$ cat src/rtl/drpl_pkg.sv
// package: shared types, codes and reset values for the dual relay pulse lockout block
package drpl_pkg;

  // register reset values and field widths
  localparam int unsigned CFG_WIDTH           = 16;
  localparam int unsigned DUR_WIDTH           = 16;
  localparam int unsigned IDX_WIDTH           = 2;
  localparam int unsigned EVT_WIDTH           = 2;
  localparam int unsigned RELAY_COUNT_DEFAULT = 2;
  localparam int unsigned TIMER_WIDTH_DEFAULT = 16;

  localparam logic [CFG_WIDTH-1:0] LOCKOUT_RESET   = 16'd5000;
  localparam logic [CFG_WIDTH-1:0] MIN_PULSE_RESET = 16'd100;
  localparam logic [CFG_WIDTH-1:0] MAX_PULSE_RESET = 16'd10000;

  typedef enum logic [1:0] {
    OP_TICK   = 2'd0,
    OP_PULSE  = 2'd1,
    OP_TOGGLE = 2'd2,
    OP_QUERY  = 2'd3
  } op_t;

  typedef enum logic [1:0] {
    ST_OK      = 2'd0,
    ST_INVALID = 2'd1,
    ST_BLOCKED = 2'd2
  } status_t;

  typedef enum logic [1:0] {
    CFG_LOCKOUT   = 2'd0,
    CFG_MIN_PULSE = 2'd1,
    CFG_MAX_PULSE = 2'd2
  } cfg_idx_t;

  typedef struct packed {
    op_t                   opcode;
    logic [IDX_WIDTH-1:0]  relay_index;
    logic [DUR_WIDTH-1:0]  pulse_len;
  } in_item_t;

  typedef struct packed {
    status_t               status;
    logic                  door_on;
    logic                  light_on;
    logic [EVT_WIDTH-1:0]  event_mask;
    logic                  queried_state;
  } out_item_t;

endpackage

$ cat src/rtl/drpl_stream_if.sv
// interface: valid/ready channel carrying one payload item per transfer
interface drpl_stream_if #(
  parameter type payload_t = logic
) ();
  logic     valid;
  logic     ready;
  payload_t data;

  modport source (output valid, output data, input ready);
  modport sink   (input valid, input data, output ready);
endinterface

$ cat src/rtl/dual_relay_pulse_lockout.sv
// top level: two-relay pulse controller with duration bounds and per-relay lockout
//
//  channel  | dir | payload                                         | transfer when
//  ---------+-----+-------------------------------------------------+----------------------
//  in_ch    | in  | opcode, relay_index, pulse_len                  | in_ch.valid & ready
//  out_ch   | out | status, door_on, light_on, event_mask, queried  | out_ch.valid & ready
//  cfg_*    | in  | cfg_index, cfg_wdata                            | cfg_we high
//
// one item per cycle sustained while out_ch.ready stays high; an item goes into the
// input register, is worked in one pass against the relay state and lands in the
// result register, from which it is offered on out_ch
// synchronous active-low reset: relays off, countdowns idle, lockout counters at
// zero, registers back to their defaults, both stages empty
// a stalled result holds the result register; the input register still takes one
// more item, then in_ch.ready drops until out_ch.ready returns
module dual_relay_pulse_lockout #(
  parameter int unsigned RELAY_COUNT = drpl_pkg::RELAY_COUNT_DEFAULT,
  parameter int unsigned TIMER_WIDTH = drpl_pkg::TIMER_WIDTH_DEFAULT
) (
  input  logic                          clk,
  input  logic                          rst_n,
  drpl_stream_if.sink                   in_ch,
  drpl_stream_if.source                 out_ch,
  input  logic                          cfg_we,
  input  logic [1:0]                    cfg_index,
  input  logic [drpl_pkg::CFG_WIDTH-1:0] cfg_wdata
);

  // compare width covers both the 16-bit fields and the timer width
  localparam int unsigned CW = (TIMER_WIDTH > drpl_pkg::CFG_WIDTH) ?
                               TIMER_WIDTH : drpl_pkg::CFG_WIDTH;
  // padded relay view so every 2-bit index and both event bits are addressable
  localparam int unsigned LW = (RELAY_COUNT < 4) ? 4 : RELAY_COUNT;
  localparam logic [TIMER_WIDTH-1:0] TMAX = {TIMER_WIDTH{1'b1}};

  // configuration registers
  logic [drpl_pkg::CFG_WIDTH-1:0] lockout_r, min_pulse_r, max_pulse_r;

  // input register and result register
  logic                stg_v_r;
  drpl_pkg::in_item_t  stg_r;
  logic                out_v_r;
  drpl_pkg::out_item_t out_r, out_nxt;

  // per-relay state
  logic                   lvl_r [RELAY_COUNT];
  logic                   act_r [RELAY_COUNT];
  logic [TIMER_WIDTH-1:0] rem_r [RELAY_COUNT];
  logic [TIMER_WIDTH-1:0] slp_r [RELAY_COUNT];
  logic                   lvl_nxt [RELAY_COUNT];
  logic                   act_nxt [RELAY_COUNT];
  logic [TIMER_WIDTH-1:0] rem_nxt [RELAY_COUNT];
  logic [TIMER_WIDTH-1:0] slp_nxt [RELAY_COUNT];

  logic                   proc;
  logic                   idx_valid;
  logic                   dur_ok, lock_ok;
  logic                   pulse_go, toggle_go;
  logic [TIMER_WIDTH-1:0] slp_sel;
  logic [TIMER_WIDTH-1:0] dur_load;
  logic [CW-1:0]          dur_cw;
  logic [LW-1:0]          lvl_pad;
  logic [LW-1:0]          evt_pad;
  drpl_pkg::status_t      status;

  // work the staged item when the result slot is free or being emptied
  assign proc        = stg_v_r && (!out_v_r || out_ch.ready);
  assign in_ch.ready = !stg_v_r || proc;

  assign out_ch.valid = out_v_r;
  assign out_ch.data  = out_r;

  // configuration writes, unknown index ignored
  always_ff @(posedge clk) begin
    if (!rst_n) begin
      lockout_r   <= drpl_pkg::LOCKOUT_RESET;
      min_pulse_r <= drpl_pkg::MIN_PULSE_RESET;
      max_pulse_r <= drpl_pkg::MAX_PULSE_RESET;
    end else if (cfg_we) begin
      case (drpl_pkg::cfg_idx_t'(cfg_index))
        drpl_pkg::CFG_LOCKOUT:   lockout_r   <= cfg_wdata;
        drpl_pkg::CFG_MIN_PULSE: min_pulse_r <= cfg_wdata;
        drpl_pkg::CFG_MAX_PULSE: max_pulse_r <= cfg_wdata;
        default: ;
      endcase
    end
  end

  // selected relay's lockout counter
  always_comb begin
    slp_sel = '0;
    for (int r = 0; r < RELAY_COUNT; r++) begin
      if (32'(stg_r.relay_index) == r) begin
        slp_sel = slp_r[r];
      end
    end
  end

  // command checks: index, then duration bounds, then lockout
  always_comb begin
    idx_valid = 32'(stg_r.relay_index) < RELAY_COUNT;
    dur_ok    = (stg_r.pulse_len >= min_pulse_r) && (stg_r.pulse_len <= max_pulse_r);
    lock_ok   = CW'(slp_sel) >= CW'(lockout_r);
    dur_cw    = CW'(stg_r.pulse_len);
    // countdown load saturates at the timer maximum
    dur_load  = (dur_cw > CW'(TMAX)) ? TMAX : dur_cw[TIMER_WIDTH-1:0];
    pulse_go  = (stg_r.opcode == drpl_pkg::OP_PULSE) && idx_valid && dur_ok && lock_ok;
    toggle_go = (stg_r.opcode == drpl_pkg::OP_TOGGLE) && idx_valid;

    case (stg_r.opcode)
      drpl_pkg::OP_TICK: status = drpl_pkg::ST_OK;
      drpl_pkg::OP_PULSE: begin
        if (!idx_valid || !dur_ok) status = drpl_pkg::ST_INVALID;
        else if (!lock_ok)        status = drpl_pkg::ST_BLOCKED;
        else                      status = drpl_pkg::ST_OK;
      end
      drpl_pkg::OP_TOGGLE,
      drpl_pkg::OP_QUERY: status = idx_valid ? drpl_pkg::ST_OK : drpl_pkg::ST_INVALID;
      default: status = drpl_pkg::ST_OK;
    endcase
  end

  // per-relay next state, each relay independent
  always_comb begin
    lvl_pad = '0;
    evt_pad = '0;
    for (int r = 0; r < RELAY_COUNT; r++) begin
      lvl_nxt[r] = lvl_r[r];
      act_nxt[r] = act_r[r];
      rem_nxt[r] = rem_r[r];
      slp_nxt[r] = slp_r[r];
      if (stg_r.opcode == drpl_pkg::OP_TICK) begin
        // lockout counter saturates
        if (slp_r[r] != TMAX) slp_nxt[r] = slp_r[r] + 1'b1;
        if (act_r[r]) begin
          if (rem_r[r] <= TIMER_WIDTH'(1)) begin
            // expiry turns the relay off and always reports, even if already off
            rem_nxt[r] = '0;
            act_nxt[r] = 1'b0;
            lvl_nxt[r] = 1'b0;
            evt_pad[r] = 1'b1;
          end else begin
            rem_nxt[r] = rem_r[r] - 1'b1;
          end
        end
      end else if (32'(stg_r.relay_index) == r) begin
        if (pulse_go) begin
          lvl_nxt[r] = 1'b1;
          act_nxt[r] = 1'b1;
          rem_nxt[r] = dur_load;
          slp_nxt[r] = '0;
          evt_pad[r] = 1'b1;
        end else if (toggle_go) begin
          // toggle leaves any running countdown alone
          lvl_nxt[r] = !lvl_r[r];
          evt_pad[r] = 1'b1;
        end
      end
      lvl_pad[r] = lvl_nxt[r];
    end
  end

  // result assembly
  always_comb begin
    out_nxt.status        = status;
    out_nxt.door_on       = lvl_pad[0];
    out_nxt.light_on      = lvl_pad[1];
    out_nxt.event_mask    = evt_pad[drpl_pkg::EVT_WIDTH-1:0];
    out_nxt.queried_state = idx_valid && lvl_pad[stg_r.relay_index];
  end

  // relay state commits only when the staged item is worked
  always_ff @(posedge clk) begin
    if (!rst_n) begin
      for (int r = 0; r < RELAY_COUNT; r++) begin
        lvl_r[r] <= 1'b0;
        act_r[r] <= 1'b0;
        rem_r[r] <= '0;
        slp_r[r] <= '0;
      end
    end else if (proc) begin
      for (int r = 0; r < RELAY_COUNT; r++) begin
        lvl_r[r] <= lvl_nxt[r];
        act_r[r] <= act_nxt[r];
        rem_r[r] <= rem_nxt[r];
        slp_r[r] <= slp_nxt[r];
      end
    end
  end

  // input register
  always_ff @(posedge clk) begin
    if (!rst_n) begin
      stg_v_r <= 1'b0;
    end else if (in_ch.ready) begin
      stg_v_r <= in_ch.valid;
    end
  end

  always_ff @(posedge clk) begin
    if (in_ch.valid && in_ch.ready) begin
      stg_r <= in_ch.data;
    end
  end

  // result register
  always_ff @(posedge clk) begin
    if (!rst_n) begin
      out_v_r <= 1'b0;
    end else if (proc) begin
      out_v_r <= 1'b1;
    end else if (out_ch.ready) begin
      out_v_r <= 1'b0;
    end
  end

  always_ff @(posedge clk) begin
    if (proc) begin
      out_r <= out_nxt;
    end
  end

endmodule
$ cat src/flat_wrapper.sv
// flat-port wrapper written by rule: the top's interface ports become plain ports
module dual_relay_pulse_lockout_flat 
#(
  parameter int unsigned RELAY_COUNT = drpl_pkg::RELAY_COUNT_DEFAULT,
  parameter int unsigned TIMER_WIDTH = drpl_pkg::TIMER_WIDTH_DEFAULT
)
  (clk, rst_n, cfg_we, cfg_index, cfg_wdata, in_ch_valid, in_ch_data, in_ch_ready, out_ch_valid, out_ch_data, out_ch_ready);
  drpl_stream_if in_ch_i ();
  drpl_stream_if out_ch_i ();
  input  logic clk;
  input  logic rst_n;
  input  logic cfg_we;
  input  logic [1:0] cfg_index;
  input  logic [drpl_pkg::CFG_WIDTH-1:0] cfg_wdata;
  input wire logic [$bits(in_ch_i.valid)-1:0] in_ch_valid;
  input wire logic [$bits(in_ch_i.data)-1:0] in_ch_data;
  output wire logic [$bits(in_ch_i.ready)-1:0] in_ch_ready;
  output wire logic [$bits(out_ch_i.valid)-1:0] out_ch_valid;
  output wire logic [$bits(out_ch_i.data)-1:0] out_ch_data;
  input wire logic [$bits(out_ch_i.ready)-1:0] out_ch_ready;
  assign in_ch_i.valid = in_ch_valid;
  assign in_ch_i.data = in_ch_data;
  assign in_ch_ready = in_ch_i.ready;
  assign out_ch_valid = out_ch_i.valid;
  assign out_ch_data = out_ch_i.data;
  assign out_ch_i.ready = out_ch_ready;
  dual_relay_pulse_lockout #(.RELAY_COUNT(RELAY_COUNT), .TIMER_WIDTH(TIMER_WIDTH)) u_core (.clk(clk), .rst_n(rst_n), .in_ch(in_ch_i), .out_ch(out_ch_i), .cfg_we(cfg_we), .cfg_index(cfg_index), .cfg_wdata(cfg_wdata));
endmodule
$ cat config.mk
export PLATFORM = sky130hd
export DESIGN_NAME = dual_relay_pulse_lockout_flat
export DESIGN_NICKNAME = d
export VERILOG_FILES = /design/src/rtl/drpl_pkg.sv /design/src/rtl/drpl_stream_if.sv /design/src/rtl/dual_relay_pulse_lockout.sv /design/src/flat_wrapper.sv
export SDC_FILE = /design/constraint.sdc
export NUM_CORES = 1
export LEC_CHECK = 0
export BUFFER_PORTS_ARGS = -buffer_cell sky130_fd_sc_hd__buf_2
export CAP_MARGIN = 20
export CORE_MARGIN = 3
export CORE_UTILIZATION = 45
export CTS_CLUSTER_SIZE = 14
export DETAILED_ROUTE_END_ITERATION = 8
export PLACE_DENSITY = 0.72
export SYNTH_ARGS = -nofsm -noshare
export SYNTH_HDL_FRONTEND = slang
export SYNTH_SLANG_ARGS = --single-unit
$ cat constraint.sdc
create_clock -name clk -period 1.6 [get_ports clk]
set_input_delay 0 -clock clk [delete_from_list [all_inputs] [get_ports clk]]
set_output_delay 0 -clock clk [all_outputs]
set_load 0.01 [all_outputs]
Word-level counts from Yosys, hierarchy flattened
Memories as Yosys holds them, arrays and structs flattened.
Index checks and enable logic that the tools add are counted.
{"block": "totals", "register_bits": 3, "latchBits": 0, "mem_bits_rw": 36, "romBits": 0, "in_bits": 24, "output_inout_bits": 3, "wordCells": 49, "memories": 3}
{"block": "op_classes", "addsub": 2, "mul": 0, "div_mod_pow": 0, "magnitude_cmp": 2, "n_eq_ne": 2, "shift": 0, "mux": 24, "n_bitwise": 6, "reduce_logical": 7}
{"name": "u_core.rem_r", "words": 2, "width": 16, "read_ports": 2, "rd_ports_with_merged_regs": 0, "write_ports": 2, "line": "dual_relay_pulse_lockout.sv:48", "rtl": "logic [TIMER_WIDTH-1:0] rem_r [RELAY_COUNT];"}
{"name": "u_core.act_r", "words": 2, "width": 1, "read_ports": 2, "rd_ports_with_merged_regs": 0, "write_ports": 2, "line": "dual_relay_pulse_lockout.sv:47", "rtl": "logic act_r [RELAY_COUNT];"}
{"name": "u_core.lvl_r", "words": 2, "width": 1, "read_ports": 1, "rd_ports_with_merged_regs": 0, "write_ports": 2, "line": "dual_relay_pulse_lockout.sv:46", "rtl": "logic lvl_r [RELAY_COUNT];"}
{"op": "two-way mux 16 bit", "count": 6}
{"op": "less-or-equal comparator 16 x 1 -> 1 bit (second input constant)", "count": 2}
{"op": "subtractor 16 x 1 -> 16 bit (second input constant)", "count": 2}
{"op": "two-way mux 1 bit", "count": 18}
{"op": "OR 1 bit", "count": 6}
{"op": "AND reduction 3 bit", "count": 1}
{"op": "logical NOT 1 bit", "count": 2}
{"op": "logical OR 1 bit", "count": 2}
{"op": "!= test 2 bit (second input constant)", "count": 1}
{"op": "nonzero test 2 bit", "count": 1}
{"op": "logical AND 1 bit", "count": 1}
{"op": "!= test 1 bit (second input constant)", "count": 1}

Longest topological paths before layout
Gate-level depths: netlist (run 1).
{"block": "depth", "depth_word": 8, "ltp_mapped": 6, "depth_no_buf": 6}

Worst setup path before layout (run 1)
Ideal clock, no wire load.
{"block": "synth_timing", "path_type": "reg2reg", "from": "mem u_core.rem_r[0][0] (netlist name)", "to": "mem u_core.rem_r[0][14] (netlist name), data pin", "setup_ns": 0.268, "t_arrival_ns": 1.528, "required_ns": 1.332, "slack_ns": -0.196, "stages_incl_launch_ff": 7, "path_buffers": 0, "period_less_slack_ns": 1.796, "cell_sequence": "edfxtp_1 > inv_1 > ha_1 > nor3b_1 > nand4_1 > xor2_1 > nor2_1"}
{"element": "from (decl)", "line": "dual_relay_pulse_lockout.sv:48"}

==> flow_summary.yaml, run 1 <==
clocking:
  cts_buffer_depth: 2
  cts_sinks: 21
  ctsRootBufferMaster: "clkbuf_4"
  cts_tree: "yes"
  htreeDepth: 1
  worst_skew_pair.late_latency_ns: 0.30
  path_clk_slew_ns: 0.11
  cts_buffers: 3
power_and_ir_drop:
  worst_ir_drop_vdd_v: 0.000581
  powerDensity_nw_per_um2: 761
  p_leak_nw: 0.550
  fin_total_pwr_mw: 1.11
  combPwrFrac_pct: 17.7
  clockPowerShare_pct: 22.8
  p_switching_uw: 279
  netSwitchingFraction_pct: 25.0
  p_int_uw: 835
  seqPwrFrac_pct: 59.6
setup_path:
  arrival_ns: 1.75
  critPathMaxFanout: 8
  worstSetupEndpointType: "flip-flop"
  worstSetupStartpointType: "flip-flop"
  r2r_cells: 5
  required_ns: 1.67
  crit_type: "reg2reg"
logic_synthesis:
  synth_cell_types: 29
  ys_ff_latch: 21
  syn_area_um2: 1110
  ys_seq_area_share_pct: 54.9
  syn_area_per_cell_um2: 11.2
  syn_inst: 99
  synth_fp_nets: 125
  yosys_warnings: 0
floorplan:
  floorplan.core_area_um2: 2280
  rows: 17
  die_h_um: 55.7
  die_w_um: 55.7
  initial_utilization_pct: 48.9
  ios: 27
  fp.dieArea_um2: 3100
global_route:
  antenna_found_initial: 0
  grt_use_total_pct: 14.6
  grt_overflow: 0
  grt_max_degree: 17
  grt_pass1_vias: 784
  grt_pass1_wl_um: 3610
job:
  drv_cap: 0
routing:
  vias_per_cell: 5.02
  first_pass_iters: 4
  vias: 814
  drt_wl_total_um: 1980
  antenna_left: 0
  first_iter_violations: 21
  drc_errors: 0
  wl_per_cell_um: 12.2
timing:
  holdWs_ns: 0.0464
  rsz0062_at_grt: "yes"
  layout_min_cycle_time_ns: 1.69
  setup_slack_ns: -0.0860
  period_share_pct: 105
  finalMaxSlewViolations: 0
  worst_slew_pin_slew_ns: 0.332
  fin_skew_ns: 0.00244
  setup_viol: 17
  max_freq_mhz: 593
  hold_viol: 0
  fin_setup_tns_ns: -1.23
  maxSlewHeadroom_pct: 77.8
placed_design:
  place_inst: 152
  dp_hpwl_um: 1410
  port_buffers: 6
  pre_cts_slack_ns: -0.279
  place_area_um2: 1330
  place_congestion: 0.820
layout:
  area_growth_pct: 31.6
  drive_gt1_share_pct: 32.1
  fillers: 168
  utilization_pct: 64.3
  diodes: 0
  finalInstanceArea_um2: 1460
  fin_cells: 162
  fin_nets: 161
worst_hold_path:
  hold_path_depth: 3
  hold_class: "in2reg"
outcome:
  violations: "setup timing"
  status: "finished with violations"
placed cells by master (no fill, tap or decap), types with 2 or more instances in the layout:
| cell type | n |
|---|---|
| nor2_1 | 20 |
| buf_4 | 20 |
| edfxtp_1 | 19 |
| xor2_1 | 7 |
| nand2_1 | 6 |
| buf_2 | 6 |
| xnor2_1 | 5 |
| nor2b_1 | 3 |
| inv_1 | 3 |
| a21oi_1 | 3 |
| nand4_1 | 3 |
| clkbuf_4 | 3 |
| dlygate4sd3_1 | 3 |
| nand2b_1 | 2 |
| nor4_4 | 2 |
| nor3_1 | 2 |
| nand3_1 | 2 |
| nor2_4 | 2 |
| ha_1 | 2 |
| buf_6 | 2 |
| dfxtp_1 | 2 |
layer usage:
metal / vias up / wire [µm] / global-route usage, %
li1: 422 / - / -
met1: 382 / 947 / 20.1
met2: 8 / 960 / 22.6
met3: 2 / 53 / 2.32
met4: 0 / 13 / 6.25
met5: - / 0 / 0
synth_stat cells:
cell type / number / share of area [%]
nor2b_1: 3 / 1.7
or4_4: 1 / 1.0
inv_1: 3 / 1.0
xnor2_1: 5 / 3.9
nor3_1: 2 / 0.90
nor2_1: 22 / 7.4
buf_6: 1 / 1.0
nand2b_1: 2 / 1.1
or3_1: 1 / 0.56
nor3b_1: 1 / 0.68
nand3_1: 2 / 0.90
dfxtp_1: 2 / 3.6
xor2_1: 8 / 6.3
a21oi_1: 3 / 1.3
nand2_2: 1 / 0.56
edfxtp_1: 19 / 51
nand4_1: 3 / 1.7
and3b_1: 1 / 0.79
nand2_1: 6 / 2.0
o31ai_4: 1 / 1.9
ha_1: 2 / 2.2
nor3_2: 1 / 0.90
a21boi_0: 1 / 0.68
nor4_1: 3 / 1.7
nand4b_1: 1 / 0.79
o31ai_1: 1 / 0.68
o211ai_1: 1 / 0.68
o21a_1: 1 / 0.68
nor4_4: 1 / 1.9
critical path: stages, from the launching register on:
cell and delay (ns):
edfxtp_1 0.45, nor4_4 0.32, o211ai_1 0.19, o31ai_4 0.25, buf_6 0.18, nor2_1 0.06
what timing repair did:
item                                   4_1_cts  5_1_grt
endpoints found under the hold margin        2        0
resized for setup                            7        3
setup buffers                                2        1
setup endpoints to repair                   19       19
pin swaps                                    4        0
hold buffers                                 3        0
registers in the layout (all words and copies together) (netlist names):
register,count
u_core.out_ch.data,1
u_core.rem_r,16
u_core.stg_v_r,1
u_core.act_r,1
u_core.out_ch.valid,1
u_core.lvl_r,1
final cells by class:
cell class,instances,area (µm²),area share [%]
multi-input cells,74,528,36.1
inverters,3,11.3,0.769
repair buffers,32,253,17.3
flip-flops and latches,21,611,41.7
clock buffers,4,26.3,1.79
well taps,28,35.0,2.39
power by group through the flow:
stage	registers [mW]	clock network, mW	logic (mW)
finish	0.663	0.254	0.197
global route	0.668	0.285	0.217
CTS	0.664	0.262	0.191
detailed placement	0.673	0	0.173
global placement	0.671	0	0.171
floorplan	0.676	0	0.0909
cells by family after synthesis:
family                   after synthesis  synth area share (%)
flip-flops                            21                  54.9
AND/OR/NAND/NOR                       51                  24.6
buffers and inverters                  4                  2.02
XOR/XNOR                              13                  10.2
AO/OA/AOI/OAI                          8                  5.96
adder cells (fa/ha/maj)                2                  2.25
path summary, 6_finish.rpt:
kind,start,end,slack [ns]
max,u_core.rem_r[0][12],u_core.rem_r[0][14],-0.09
min,out_ch_ready,u_core.out_ch.valid,0.05
max reg2reg,u_core.rem_r[0][12],u_core.rem_r[0][14],-0.09
min reg2reg,u_core.stg_v_r,u_core.out_ch.valid,0.56
Note: power is estimated with default switching activity, not from simulation.
==> run 2, diff against run 1 <==
- ABC_AREA: not set -> 1
- PLACE_DENSITY: 0.72 -> 0.71
==> flow_summary.yaml, run 2 <==
timing:
  setup_slack_ns: 0.0294
  max_freq_mhz: 637
  period_share_pct: 98.2
  finalMaxSlewViolations: 0
  maxSlewHeadroom_pct: 81.5
  holdWs_ns: 0.0480
  hold_viol: 0
  setup_viol: 0
  layout_min_cycle_time_ns: 1.57
  fin_skew_ns: 0.00242
  rsz0062_at_grt: "yes"
  worst_slew_pin_slew_ns: 0.276
logic_synthesis:
  synth.area.mux_share_pct: 0
  synth_commonest_cells: "nand2_1, nor2_1, edfxtp_1, inv_1"
  synthXorXnorAreaFrac_pct: 3.80
  synthSimpleGateAreaFrac_pct: 30.0
  syn_area_per_cell_um2: 8.47
  synthAdderAreaFrac_pct: 2.17
  synth_edf_count: 19
  syn_inst: 136
  synth_top_family_by_area: "simple AND/OR/NAND/NOR gates"
  synth.area.top_cells: "edfxtp_1, nand2_1, nor2_1"
  synth_top_cell_area_share_pct: 49.5
  syn_area_um2: 1150
  ys_ff_latch: 21
  synth_cell_types: 17
  ys_seq_area_share_pct: 53.0
  synth-compound-area-share_pct: 5.21
  yosysTopAreaCell: "edfxtp_1"
  synthFlopType: "edfxtp_1"
  yosys_warnings: 0
  synth_fp_nets: 162
  synth-async-reset-ratio_pct: 0
setup_path:
  crit_type: "reg2reg"
  critPathMaxFanout: 4
  cp_cell_sequence: "inv_2 -> buf_6 -> ha_4 -> o21ai_2 -> nor2_2 -> nand2_2 -> nand2_4 -> clkbuf_16 -> nor2_1"
  slowest_delay_ns: 0.42
  required_ns: 1.68
  cp_slowest_cell: "edfxtp_1"
  worstSetupStartpointType: "flip-flop"
  arrival_ns: 1.65
  crit_family: "flip-flops"
  critPathBufInv: 3
  worstSetupEndpointType: "flip-flop"
routing:
  antenna_left: 0
  drt_wl_total_um: 2450
  first_iter_violations: 18
  first_pass_iters: 4
  wl_per_cell_um: 12.6
  drc_errors: 0
  vias: 994
  vias_per_cell: 5.10
power_and_ir_drop:
  powerDensity_nw_per_um2: 735
  p_leak_nw: 0.629
  worst_ir_drop_vdd_v: 0.000785
layout:
  layout_common_cells: "nand2_1, nor2_1, edfxtp_1"
  fillers: 203
  seq_area_um2: 611
  fin_nets: 194
  regMostFlops: "u_core.rem_r"
  area_growth_pct: 34.6
  diodes: 0
  largest_register_ff_count: 16
  multi_input_area_um2: 578
  final_common_cell: "nand2_1"
  drive_gt1_share_pct: 33.5
clocking:
  cts_buffers: 3
  cts_tree: "yes"
  cts_sinks: 21
  htreeDepth: 1
  path_clk_slew_ns: 0.11
  ctsRootBufferMaster: "clkbuf_4"
  worst_skew_pair.late_latency_ns: 0.31
  cts_buffer_depth: 2
placed_design:
  port_buffers: 6
  pre_cts_slack_ns: -0.0257
  place_congestion: 0.804
  dp_hpwl_um: 1630
global_route:
  grt_pass1_vias: 960
  antenna_found_initial: 0
  grt_use_total_pct: 16.1
  grt_max_degree: 12
  grt_pass1_wl_um: 4060
  grt_overflow: 0
floorplan:
  die_h_um: 56.6
  ios: 27
  die_w_um: 56.6
  floorplan.core_area_um2: 2320
  rows: 17
  initial_utilization_pct: 49.7
  fp.dieArea_um2: 3200
job:
  drv_cap: 0
worst_hold_path:
  hold_class: "in2reg"
outcome:
  status: "complete, no violations"
[run 2: final cells by class]
type                            instances  share of cell area [%]
Timing Repair Buffer                   27                    15.6
Clock buffer                            4                    1.69
Inverter                               16                    3.87
Tap cell                               28                    2.26
Sequential cell                        21                    39.4
Multi-Input combinational cell         99                    37.3
[run 2: layer usage]
metal / track usage (%) / up-vias / routed length, µm
met5: 0 / - / 0
met4: 4.07 / 0 / 69
met3: 4.83 / 8 / 73
met2: 28.7 / 12 / 1270
met1: 18.6 / 467 / 1040
li1: - / 507 / -
[run 2: worst paths after layout]
| path | start | endpoint | slack [ns] | cells after the start |
|---|---|---|---|---|
| max | u_core.rem_r[0][1] | u_core.rem_r[0][7] | 0.03 | 9 |
| min | out_ch_ready | u_core.out_ch.valid | 0.05 | 4 |
| max reg2reg | u_core.rem_r[0][1] | u_core.rem_r[0][7] | 0.03 | 9 |
| min reg2reg | u_core.lvl_r[0] | u_core.out_ch.data | 0.54 | 2 |
[run 2: metrics by stage]
step | setup TNS (ns) | instance area, µm² | util, % | total power [mW] | std cells
2_1_floorplan | 0 | 1160 | - | 0.768 | 136
3_3_place_gp | 0 | 1360 | 58.6 | 0.833 | 185
3_5_place_dp | -0.192 | 1360 | 58.6 | 0.839 | 185
4_1_cts | 0 | 1430 | 61.5 | 1.10 | 193
5_1_grt | -0.499 | 1550 | 66.9 | 1.20 | 195
6_report | 0 | 1550 | 66.9 | 1.14 | 195
[run 2: worst min-delay path: stages]
cell     delay (ns)
buf_2          0.08
inv_1          0.05
nand2_1        0.10
a21oi_1        0.09
[run 2: report_power, final]
part / switching [mW] / internal, mW / total, mW
sequential: 0.0231 / 0.632 / 0.655
clock: 0.163 / 0.0975 / 0.261
combinational: 0.126 / 0.0981 / 0.224
total: 0.312 / 0.828 / 1.14
[run 2: timing repair]
action,CTS,global route
hold buffers,3,0
cloned,0,2
gates resized for setup,3,26
setup endpoints to repair,16,19
setup buffers,1,1
pin swaps,2,6
endpoints found under the hold margin,3,0
[run 2: logic make-up (layout without fill, tap and decap cells)]
logic type / after synthesis / in the layout
compound gates: 12 / 12
xor+xnor: 5 / 5
fa+ha+maj: 2 / 2
buf+inv: 17 / 47
flops: 21 / 21
simple gates: 79 / 80
